## src/rtl/core/btlv_pkg.sv

```systemverilog
// Shared types and codes for the BER TLV stream decoder.
// Depends on nothing; other rtl/core files but btlv_fifo use it by scoped names.

package btlv_pkg;

	// Event kinds reported for each byte.
	localparam logic [1:0] KIND_TAG   = 2'd0;
	localparam logic [1:0] KIND_LEN   = 2'd1;
	localparam logic [1:0] KIND_VALUE = 2'd2;

	// Error codes reported on the byte that closes a TLV.
	localparam logic [1:0] ERR_NONE      = 2'd0;
	localparam logic [1:0] ERR_TAG_SHORT = 2'd1;
	localparam logic [1:0] ERR_LEN_SHORT = 2'd2;
	localparam logic [1:0] ERR_VAL_SHORT = 2'd3;

	// Byte patterns used by the classifier.
	localparam logic [4:0] TAG_EXT_MASK = 5'h1F;

	// A classified input byte, as held in the queue between front and back.
	typedef struct packed {
		logic [7:0] data;
		logic       last;
		logic       bit7;      // continuation or long-form flag
		logic       tag_ext;   // low five bits all ones
		logic       cnt_zero;  // low seven bits all zero
	} byte_item_t;

	// One decoded result, as held in the result queue.
	typedef struct packed {
		logic [1:0]  event_kind;
		logic [31:0] tag_value;
		logic [31:0] length_value;
		logic [7:0]  value_byte;
		logic        header_done;
		logic        tlv_end;
		logic [1:0]  error_code;
		logic        last_out;
	} result_t;

endpackage

```

## src/rtl/core/ber_tlv_stream_decoder_top.sv

```systemverilog
// Top level of the BER TLV stream decoder: configuration register, front and back ends.
// Depends on btlv_pkg, btlv_front and btlv_engine.
//
//  Channel   Handshake        Payload
//  input     push / full      data_byte, buffer_end
//  result    pop / empty      event_kind, tag_value, length_value, value_byte,
//                             header_done, tlv_end, error_code, last_out
//  config    cfg_we           cfg_wdata (single-byte length mode)
//
// One result is produced per input byte, and one byte is decoded per clock cycle
// in steady state while the result queue has room; the state update in the back
// end sets that rate. A byte transferred in waits in the input queue until the back
// end decodes it; its result then waits in the result queue until it is popped.
// Both queues hold CLASS_DEPTH and RESULT_DEPTH entries, so either side may stall
// without stopping the other until the queue in between fills.
// Reset clears both queues, the decoder state and the configuration register.

module ber_tlv_stream_decoder_top #(
	parameter int CLASS_DEPTH  = 4,
	parameter int RESULT_DEPTH = 4
) (
	input  logic        clk,
	input  logic        arst_n,
	input  logic        cfg_we,
	input  logic        cfg_wdata,
	input  logic        push,
	output logic        full,
	input  logic [7:0]  data_byte,
	input  logic        buffer_end,
	input  logic        pop,
	output logic        empty,
	output logic [1:0]  event_kind,
	output logic [31:0] tag_value,
	output logic [31:0] length_value,
	output logic [7:0]  value_byte,
	output logic        header_done,
	output logic        tlv_end,
	output logic [1:0]  error_code,
	output logic        last_out
);

	logic                 single_byte_length_q;
	logic                 item_valid;
	logic                 item_take;
	btlv_pkg::byte_item_t item;
	btlv_pkg::result_t    result;

	// Config register: user must change mode only while no byte is in flight; not enforced.
	always_ff @(posedge clk or negedge arst_n) begin
		if (!arst_n) begin
			single_byte_length_q <= 1'b0;
		end else if (cfg_we) begin
			single_byte_length_q <= cfg_wdata;
		end
	end

	btlv_front #(
		.DEPTH (CLASS_DEPTH)
	) u_front (
		.clk        (clk),
		.arst_n     (arst_n),
		.push       (push),
		.data_byte  (data_byte),
		.buffer_end (buffer_end),
		.full       (full),
		.item_take  (item_take),
		.item       (item),
		.item_valid (item_valid)
	);

	btlv_engine #(
		.DEPTH (RESULT_DEPTH)
	) u_engine (
		.clk                (clk),
		.arst_n             (arst_n),
		.single_byte_length (single_byte_length_q),
		.item_valid         (item_valid),
		.item               (item),
		.item_take          (item_take),
		.pop                (pop),
		.empty              (empty),
		.result             (result)
	);

	assign event_kind   = result.event_kind;
	assign tag_value    = result.tag_value;
	assign length_value = result.length_value;
	assign value_byte   = result.value_byte;
	assign header_done  = result.header_done;
	assign tlv_end      = result.tlv_end;
	assign error_code   = result.error_code;
	assign last_out     = result.last_out;

	// A header can only be completed by a length byte.
	a_hdr_on_length: assert property (@(posedge clk) disable iff (!arst_n)
		(!empty && header_done) |-> (event_kind == btlv_pkg::KIND_LEN))
		else $error("header completed on a byte that is not a length byte");

	// Any error is reported on the last byte of the buffer and closes the TLV.
	a_err_at_end: assert property (@(posedge clk) disable iff (!arst_n)
		(!empty && error_code != btlv_pkg::ERR_NONE) |-> (tlv_end && last_out))
		else $error("error reported away from the buffer end or without closing the TLV");

	// The last byte of a buffer always closes the current TLV.
	a_last_closes: assert property (@(posedge clk) disable iff (!arst_n)
		(!empty && last_out) |-> tlv_end)
		else $error("buffer ended without closing the TLV");

endmodule

```

## src/rtl/core/btlv_fifo.sv

```systemverilog
// Small register-based first-in first-out queue used on both sides of the decoder.
// Depends on nothing; width and depth come from the instantiating module.

module btlv_fifo #(
	parameter int WIDTH = 8,
	parameter int DEPTH = 4
) (
	input  logic             clk,
	input  logic             arst_n,
	input  logic             wr_en,
	input  logic [WIDTH-1:0] wr_data,
	output logic             full,
	input  logic             rd_en,
	output logic [WIDTH-1:0] rd_data,
	output logic             empty
);

	localparam int PTR_W = (DEPTH > 1) ? $clog2(DEPTH) : 1;
	localparam int CNT_W = $clog2(DEPTH + 1);

	logic [WIDTH-1:0] store_q [DEPTH];
	logic [PTR_W-1:0] wr_ptr_q;
	logic [PTR_W-1:0] rd_ptr_q;
	logic [CNT_W-1:0] count_q;
	logic             do_wr;
	logic             do_rd;

	assign full    = (count_q == CNT_W'(DEPTH));
	assign empty   = (count_q == '0);
	assign do_wr   = wr_en && !full;
	assign do_rd   = rd_en && !empty;
	assign rd_data = store_q[rd_ptr_q];

	// Entry storage; only written on an accepted transfer.
	always_ff @(posedge clk) begin
		if (do_wr) begin
			store_q[wr_ptr_q] <= wr_data;
		end
	end

	// Pointers and fill count, wrapping at the depth.
	always_ff @(posedge clk or negedge arst_n) begin
		if (!arst_n) begin
			wr_ptr_q <= '0;
			rd_ptr_q <= '0;
			count_q  <= '0;
		end else begin
			if (do_wr) begin
				wr_ptr_q <= (wr_ptr_q == PTR_W'(DEPTH - 1)) ? '0 : wr_ptr_q + 1'b1;
			end
			if (do_rd) begin
				rd_ptr_q <= (rd_ptr_q == PTR_W'(DEPTH - 1)) ? '0 : rd_ptr_q + 1'b1;
			end
			if (do_wr && !do_rd) begin
				count_q <= count_q + 1'b1;
			end else if (do_rd && !do_wr) begin
				count_q <= count_q - 1'b1;
			end
		end
	end

endmodule

```

## src/rtl/core/btlv_front.sv

```systemverilog
// Front end of the decoder: accepts raw bytes, classifies them and queues them.
// Depends on btlv_pkg and btlv_fifo.

module btlv_front #(
	parameter int DEPTH = 4
) (
	input  logic                clk,
	input  logic                arst_n,
	input  logic                push,
	input  logic [7:0]          data_byte,
	input  logic                buffer_end,
	output logic                full,
	input  logic                item_take,
	output btlv_pkg::byte_item_t item,
	output logic                item_valid
);

	btlv_pkg::byte_item_t class_item;
	logic                 class_empty;

	// Pre-decode the bit patterns the back end branches on.
	always_comb begin
		class_item.data     = data_byte;
		class_item.last     = buffer_end;
		class_item.bit7     = data_byte[7];
		class_item.tag_ext  = (data_byte[4:0] == btlv_pkg::TAG_EXT_MASK);
		class_item.cnt_zero = (data_byte[6:0] == 7'd0);
	end

	btlv_fifo #(
		.WIDTH ($bits(btlv_pkg::byte_item_t)),
		.DEPTH (DEPTH)
	) u_class_fifo (
		.clk     (clk),
		.arst_n  (arst_n),
		.wr_en   (push),
		.wr_data (class_item),
		.full    (full),
		.rd_en   (item_take),
		.rd_data (item),
		.empty   (class_empty)
	);

	assign item_valid = !class_empty;

endmodule

```

## src/rtl/core/btlv_engine.sv

```systemverilog
// Back end of the decoder: runs the TLV state machine on queued bytes and queues results.
// Depends on btlv_pkg and btlv_fifo.

module btlv_engine #(
	parameter int DEPTH = 4
) (
	input  logic                 clk,
	input  logic                 arst_n,
	input  logic                 single_byte_length,
	input  logic                 item_valid,
	input  btlv_pkg::byte_item_t item,
	output logic                 item_take,
	input  logic                 pop,
	output logic                 empty,
	output btlv_pkg::result_t    result
);

	localparam logic [2:0] PH_TAG_FIRST = 3'd0;
	localparam logic [2:0] PH_TAG_MORE  = 3'd1;
	localparam logic [2:0] PH_LEN_FIRST = 3'd2;
	localparam logic [2:0] PH_LEN_MORE  = 3'd3;
	localparam logic [2:0] PH_VALUE     = 3'd4;

	logic [2:0]  phase_q;
	logic [31:0] tag_q;
	logic [31:0] len_q;
	logic [6:0]  len_left_q;
	logic [31:0] val_left_q;

	logic [2:0]  phase_n;
	logic [31:0] tag_n;
	logic [31:0] len_n;
	logic [6:0]  len_left_n;
	logic [31:0] val_left_n;

	logic        res_full;
	logic        step;
	btlv_pkg::result_t res_d;

	// A byte is processed whenever one is queued and the result queue has room.
	assign step      = item_valid && !res_full;
	assign item_take = step;

	// Next-state and result for the byte at the head of the input queue.
	always_comb begin
		phase_n          = phase_q;
		tag_n            = tag_q;
		len_n            = len_q;
		len_left_n       = len_left_q;
		val_left_n       = val_left_q;
		res_d.event_kind = btlv_pkg::KIND_TAG;
		res_d.value_byte = 8'd0;
		res_d.header_done = 1'b0;
		res_d.tlv_end    = 1'b0;
		res_d.error_code = btlv_pkg::ERR_NONE;
		res_d.last_out   = item.last;

		unique case (phase_q)
			PH_TAG_MORE: begin
				tag_n   = {tag_q[23:0], item.data};
				phase_n = item.bit7 ? PH_TAG_MORE : PH_LEN_FIRST;
			end
			PH_LEN_FIRST: begin
				res_d.event_kind = btlv_pkg::KIND_LEN;
				if (item.bit7 && !single_byte_length) begin
					len_n      = 32'd0;
					len_left_n = item.data[6:0];
					if (item.cnt_zero) begin
						res_d.header_done = 1'b1;
					end else begin
						phase_n = PH_LEN_MORE;
					end
				end else begin
					len_n             = {24'd0, item.data};
					res_d.header_done = 1'b1;
				end
			end
			PH_LEN_MORE: begin
				res_d.event_kind = btlv_pkg::KIND_LEN;
				len_n            = {len_q[23:0], item.data};
				len_left_n       = len_left_q - 7'd1;
				if (len_left_q == 7'd1) begin
					res_d.header_done = 1'b1;
				end
			end
			PH_VALUE: begin
				res_d.event_kind = btlv_pkg::KIND_VALUE;
				res_d.value_byte = item.data;
				val_left_n       = val_left_q - 32'd1;
				if (val_left_q == 32'd1) begin
					res_d.tlv_end = 1'b1;
					phase_n       = PH_TAG_FIRST;
				end
			end
			default: begin
				tag_n      = {24'd0, item.data};
				len_n      = 32'd0;
				len_left_n = 7'd0;
				val_left_n = 32'd0;
				phase_n    = item.tag_ext ? PH_TAG_MORE : PH_LEN_FIRST;
			end
		endcase

		// Header complete: either the TLV is empty or the value phase begins.
		if (res_d.header_done) begin
			if (len_n == 32'd0) begin
				res_d.tlv_end = 1'b1;
				phase_n       = PH_TAG_FIRST;
			end else begin
				val_left_n = len_n;
				phase_n    = PH_VALUE;
			end
		end

		// The buffer ended before the TLV did: report where it was cut.
		if (item.last && !res_d.tlv_end) begin
			if (phase_n == PH_TAG_MORE) begin
				res_d.error_code = btlv_pkg::ERR_TAG_SHORT;
			end else if (phase_n == PH_LEN_FIRST || phase_n == PH_LEN_MORE) begin
				res_d.error_code = btlv_pkg::ERR_LEN_SHORT;
			end else begin
				res_d.error_code = btlv_pkg::ERR_VAL_SHORT;
			end
			res_d.tlv_end = 1'b1;
			phase_n       = PH_TAG_FIRST;
			len_left_n    = 7'd0;
			val_left_n    = 32'd0;
		end

		res_d.tag_value    = tag_n;
		res_d.length_value = len_n;
	end

	// Decoder state, advanced once per processed byte.
	always_ff @(posedge clk or negedge arst_n) begin
		if (!arst_n) begin
			phase_q    <= PH_TAG_FIRST;
			tag_q      <= 32'd0;
			len_q      <= 32'd0;
			len_left_q <= 7'd0;
			val_left_q <= 32'd0;
		end else if (step) begin
			phase_q    <= phase_n;
			tag_q      <= tag_n;
			len_q      <= len_n;
			len_left_q <= len_left_n;
			val_left_q <= val_left_n;
		end
	end

	btlv_fifo #(
		.WIDTH ($bits(btlv_pkg::result_t)),
		.DEPTH (DEPTH)
	) u_result_fifo (
		.clk     (clk),
		.arst_n  (arst_n),
		.wr_en   (step),
		.wr_data (res_d),
		.full    (res_full),
		.rd_en   (pop),
		.rd_data (result),
		.empty   (empty)
	);

endmodule

```

## config.mk

```make
export PLATFORM = sky130hd
export DESIGN_NAME = ber_tlv_stream_decoder_top
export DESIGN_NICKNAME = d
export VERILOG_FILES = /design/src/rtl/core/btlv_pkg.sv /design/src/rtl/core/ber_tlv_stream_decoder_top.sv /design/src/rtl/core/btlv_fifo.sv /design/src/rtl/core/btlv_front.sv /design/src/rtl/core/btlv_engine.sv
export SDC_FILE = /design/constraint.sdc
export NUM_CORES = 1
export LEC_CHECK = 0
export CORE_AREA = 2 2 209 170
export DETAILED_ROUTE_END_ITERATION = 10
export DIE_AREA = 0 0 211 172
export DONT_BUFFER_PORTS = 1
export PLACE_DENSITY = 0.8
export SETUP_SLACK_MARGIN = 0.2
export SYNTH_ARGS = -nofsm -noshare
export SYNTH_HDL_FRONTEND = slang
export SYNTH_SLANG_ARGS = --single-unit
export TNS_END_PERCENT = 100
```

## constraint.sdc

```tcl
create_clock -name clk -period 4.2 [get_ports clk]
set_clock_uncertainty 0.05 [all_clocks]
set_input_delay 0.21 -clock clk [delete_from_list [all_inputs] [get_ports clk]]
set_output_delay 0.21 -clock clk [all_outputs]
set_load 0.03 [all_outputs]
```

==> summary.md <==
| Metric | Value |
|---|---|
| Critical Path Start Type | `register` |
| Maximum clock rate | `roughly 270 MHz` |
| Synth async-reset ratio | `between 20 and 30%` |
| Final Cycle Share | `roughly nine tenths` |
| Endpoint of the lowest-slack register-to-register path | `u_engine.len_left_q[6]$_DFFE_PN0P_` |
| Slew at the pin closest to its max-slew limit | `862 ps` |
| Residual DRC | `0` |
| Cell types occupying the most area after synthesis | `sky130_fd_sc_hd__edfxtp_1 (53%), sky130_fd_sc_hd__dfrtp_1 (15%), sky130_fd_sc_hd__mux4_2 (9.9%)` |
| Final hold vios | `0` |
| Category of the critical setup timing path | `register to register` |
| Time the worst path needs with I/O delays and setup | `about 3700 ps` |
| Setup TNS | `0 ps` |
| Detailed-routing iteration count for the pre-antenna-repair pass | `6` |
| CTS H-tree lvls | `2` |
| Share of Yosys cell area claimed by the top area cell type | `a little over half` |
| HPWL Detailed | `between 20 and 30 mm` |
| Maximum Capacitance Violations | `0` |
| CP Cell Sequence | `xor2_1, and2_1, buf_4, a22o_1, nor4_1, nand3_1, o31a_1, a2111oi_4, a22o_1` |
| Final Slew Violations | `0` |
| Critical Path Sink Type | `register` |
| Post-synthesis instance area | `about 20000 sq um` |
| Worst-path maximum fanout | `17` |
| Aggregate routed wire length | `between 40 and 50 mm` |
| Post-synth cell types | `62` |
| R2R setup slack | `450 ps` |
| Number of cell rows | `around 60` |
| Clock transition at the registers of the reported paths | `70 ps` |
| Iteration-0 DRC count of the detailed router | `about 1700` |
| Yosys warnings | `0` |
| Total global-route track usage | `between 20% and 30%` |
| Number of flops mapped to enable cells by yosys | `between 300 and 400` |
| Beginning of the worst register-to-register path | `u_engine.phase_q[0]$_DFFE_PN0P_` |
| Pin count of the biggest net entering global routing | `122` |
| Total die area | `between 30000 and 40000 sq um` |
| Total core area | `~34000 sq um` |
| Top library cells by usage in the layout, fill and taps aside | `sky130_fd_sc_hd__edfxtp_1 (360), sky130_fd_sc_hd__nand2_1 (212), sky130_fd_sc_hd__dfrtp_1 (117)` |
| Global-route wire length before repair | `about 73 mm` |
| Largest stage delay, worst path | `approximately 500 ps` |
| Post-synth top area cell | `sky130_fd_sc_hd__edfxtp_1` |
| Most common flop cell mapped by yosys | `sky130_fd_sc_hd__edfxtp_1` |
| Setup repair after global routing missed its margin | `no` |
| CTS Buf Count | `45` |
| Kind of cell adding the most delay to the critical path | `compound AO/OA/AOI/OAI gates` |
| Average routed wire per standard cell | `25.6 um` |
| Sequential-to-total area share from yosys stat | `approximately two thirds` |
| Vias | `between 10000 and 15000` |
| Most frequent standard cell in the layout excluding fill and tap cells | `sky130_fd_sc_hd__edfxtp_1` |
| Clock Sink Count | `around 480` |
| Vias in the first global route | `12000` |
| TritonCTS clock tree | `done` |
| Flip-flop and latch count after synthesis | `481` |
| Final weighted congestion in routability-driven placement | `0.945` |
| Share of final-layout standard cells stronger than drive strength 1 | `~17%` |
| Endpoint required time on the critical path | `~4700 ps` |
| Instance count of the mapped netlist | `around 1400` |
| Synthesized Nets | `roughly 1400` |
| Clock root buffer | `sky130_fd_sc_hd__clkbuf_16` |
| Levels on crit path | `9` |
| Source-to-sink clock delay at the later pin of the worst-skew pair | `a little under 600 ps` |
| Post-route ant nets | `0` |
| Slew margin rel. | `42.4%` |
| Die extent in x | `211 um` |
| Worst reg-to-reg path cell count | `9` |
| Hold Path Class | `input port to async pin` |
| Slowest cell on crit path | `sky130_fd_sc_hd__a2111oi_4` |
| Die boundary height | `between 150 and 200 um` |
| Result of the run | `finished clean` |
| Cell repeated most along the worst path | `sky130_fd_sc_hd__a22o_1` |
| Area added between synthesis and finish | `11.3%` |
| Antenna violations before repair | `2` |
| Worst setup endpoint | `u_engine.len_left_q[6]$_DFFE_PN0P_` |
| Crit path launch | `u_engine.phase_q[0]$_DFFE_PN0P_` |
| Mean Syn Cell Area | `roughly 15 sq um` |
| Overflow after GRT | `0` |
| Number of input and output port buffers inserted | `0` |
| I/O pin total | `96` |
| Worst Path Arrival | `between 4000 and 5000 ps` |
| Post-DR vias/cell | `between 6 and 7` |
| Buffers and inverters on the worst path | `1` |
| Final net count | `~1400` |
| Longest Clk Path Bufs | `3` |
| Starting utilization of the core area | `between 50% and 60%` |
| Final setup vio count | `0` |
-- Yosys cell counts, types with 13 or more instances --
| cell | count |
|---|---|
| sky130_fd_sc_hd__edfxtp_1 | 360 |
| sky130_fd_sc_hd__nand2_1 | 212 |
| sky130_fd_sc_hd__dfrtp_1 | 121 |
| sky130_fd_sc_hd__mux4_2 | 89 |
| sky130_fd_sc_hd__o21ai_0 | 67 |
| sky130_fd_sc_hd__clkbuf_1 | 63 |
| sky130_fd_sc_hd__nor2_1 | 54 |
| sky130_fd_sc_hd__a22o_1 | 51 |
| sky130_fd_sc_hd__inv_1 | 32 |
| sky130_fd_sc_hd__a21oi_1 | 23 |
| sky130_fd_sc_hd__nor3_1 | 22 |
| sky130_fd_sc_hd__a22oi_1 | 17 |
| sky130_fd_sc_hd__ha_1 | 16 |
| sky130_fd_sc_hd__nor4_1 | 14 |
| sky130_fd_sc_hd__mux2_2 | 13 |
-- how the worst min path moves through the flow --
stage                 from                             endpoint
finish              arst_n  u_engine.val_left_q[20]$_DFFE_PN0P_
global route        arst_n  u_engine.val_left_q[25]$_DFFE_PN0P_
CTS                 arst_n  u_engine.val_left_q[16]$_DFFE_PN0P_
detailed placement  arst_n  u_engine.val_left_q[20]$_DFFE_PN0P_
global placement    arst_n  u_engine.val_left_q[21]$_DFFE_PN0P_
floorplan           arst_n     single_byte_length_q$_DFFE_PN0P_
-- area by class of cell --
class | instances | area (sq um)
antenna | 1 | 2.50
clock buffer | 62 | 1290
clock inverter | 22 | 241
fill | 2229 | 11700
inverter | 33 | 124
multi-input combinational | 756 | 6020
sequential | 481 | 13800
tap | 441 | 552
timing repair buffer | 55 | 493
-- logic make-up after synthesis --
group	count (synthesis)	synth area share [%]
DFF	481	68.2
and+or+nand+nor	371	8.08
AOI/OAI and AO/OA	236	8.33
buffers and inverters	118	2.25
muxes	111	11.0
xor gates and xnor gates	19	0.821
adders and majority gates	19	1.23
-- state kept, by name, indices dropped and copies added, names as in the netlist, 3 cells and up --
register	count
u_engine.u_result_fifo.count_q	3
u_engine.phase_q	3
u_front.u_class_fifo.store_q	44
u_engine.tag_q	32
u_engine.len_q	32
u_engine.u_result_fifo.store_q	316
u_engine.len_left_q	7
u_engine.val_left_q	32
u_front.u_class_fifo.count_q	3
-- metrics by stage --
stage / instances / util [%] / area [sq um] / worst slack, ps / hold slack (ps)
after detailed placement: 1750 / 60.8 / 20900 / 166 / -128
after CTS: 1849 / 65.8 / 22600 / 301 / 253
after global routing: 1850 / 65.9 / 22600 / 248 / 253
after global placement: 1750 / 60.8 / 20900 / 353 / -127
after floorplan: 1355 / - / 20300 / 590 / -136
final: 1851 / 65.9 / 22600 / 454 / 217
-- metal layers --
metal | part of all wire (%) | GRT usage [%] | vias to the layer above
met3 | 11 | 6.88 | 92
met1 | 41 | 39.2 | 6291
met5 | 0 | 0 | -
met2 | 46 | 40.9 | 722
li1 | - | - | 5258
met4 | 2.1 | 6.77 | 0
-- what timing repair did --
item,4_1_cts,5_1_grt
hold buffers,15,0
pin swaps,0,1
buffers inserted,0,1
endpoints found under the hold margin,170,0
endpoints found under the setup margin,7,42
gates resized for setup,1,4
Power is left out: the tool's default activity adds up to more than one toggle a clock period on the data nets, which glitch-free logic cannot reach.
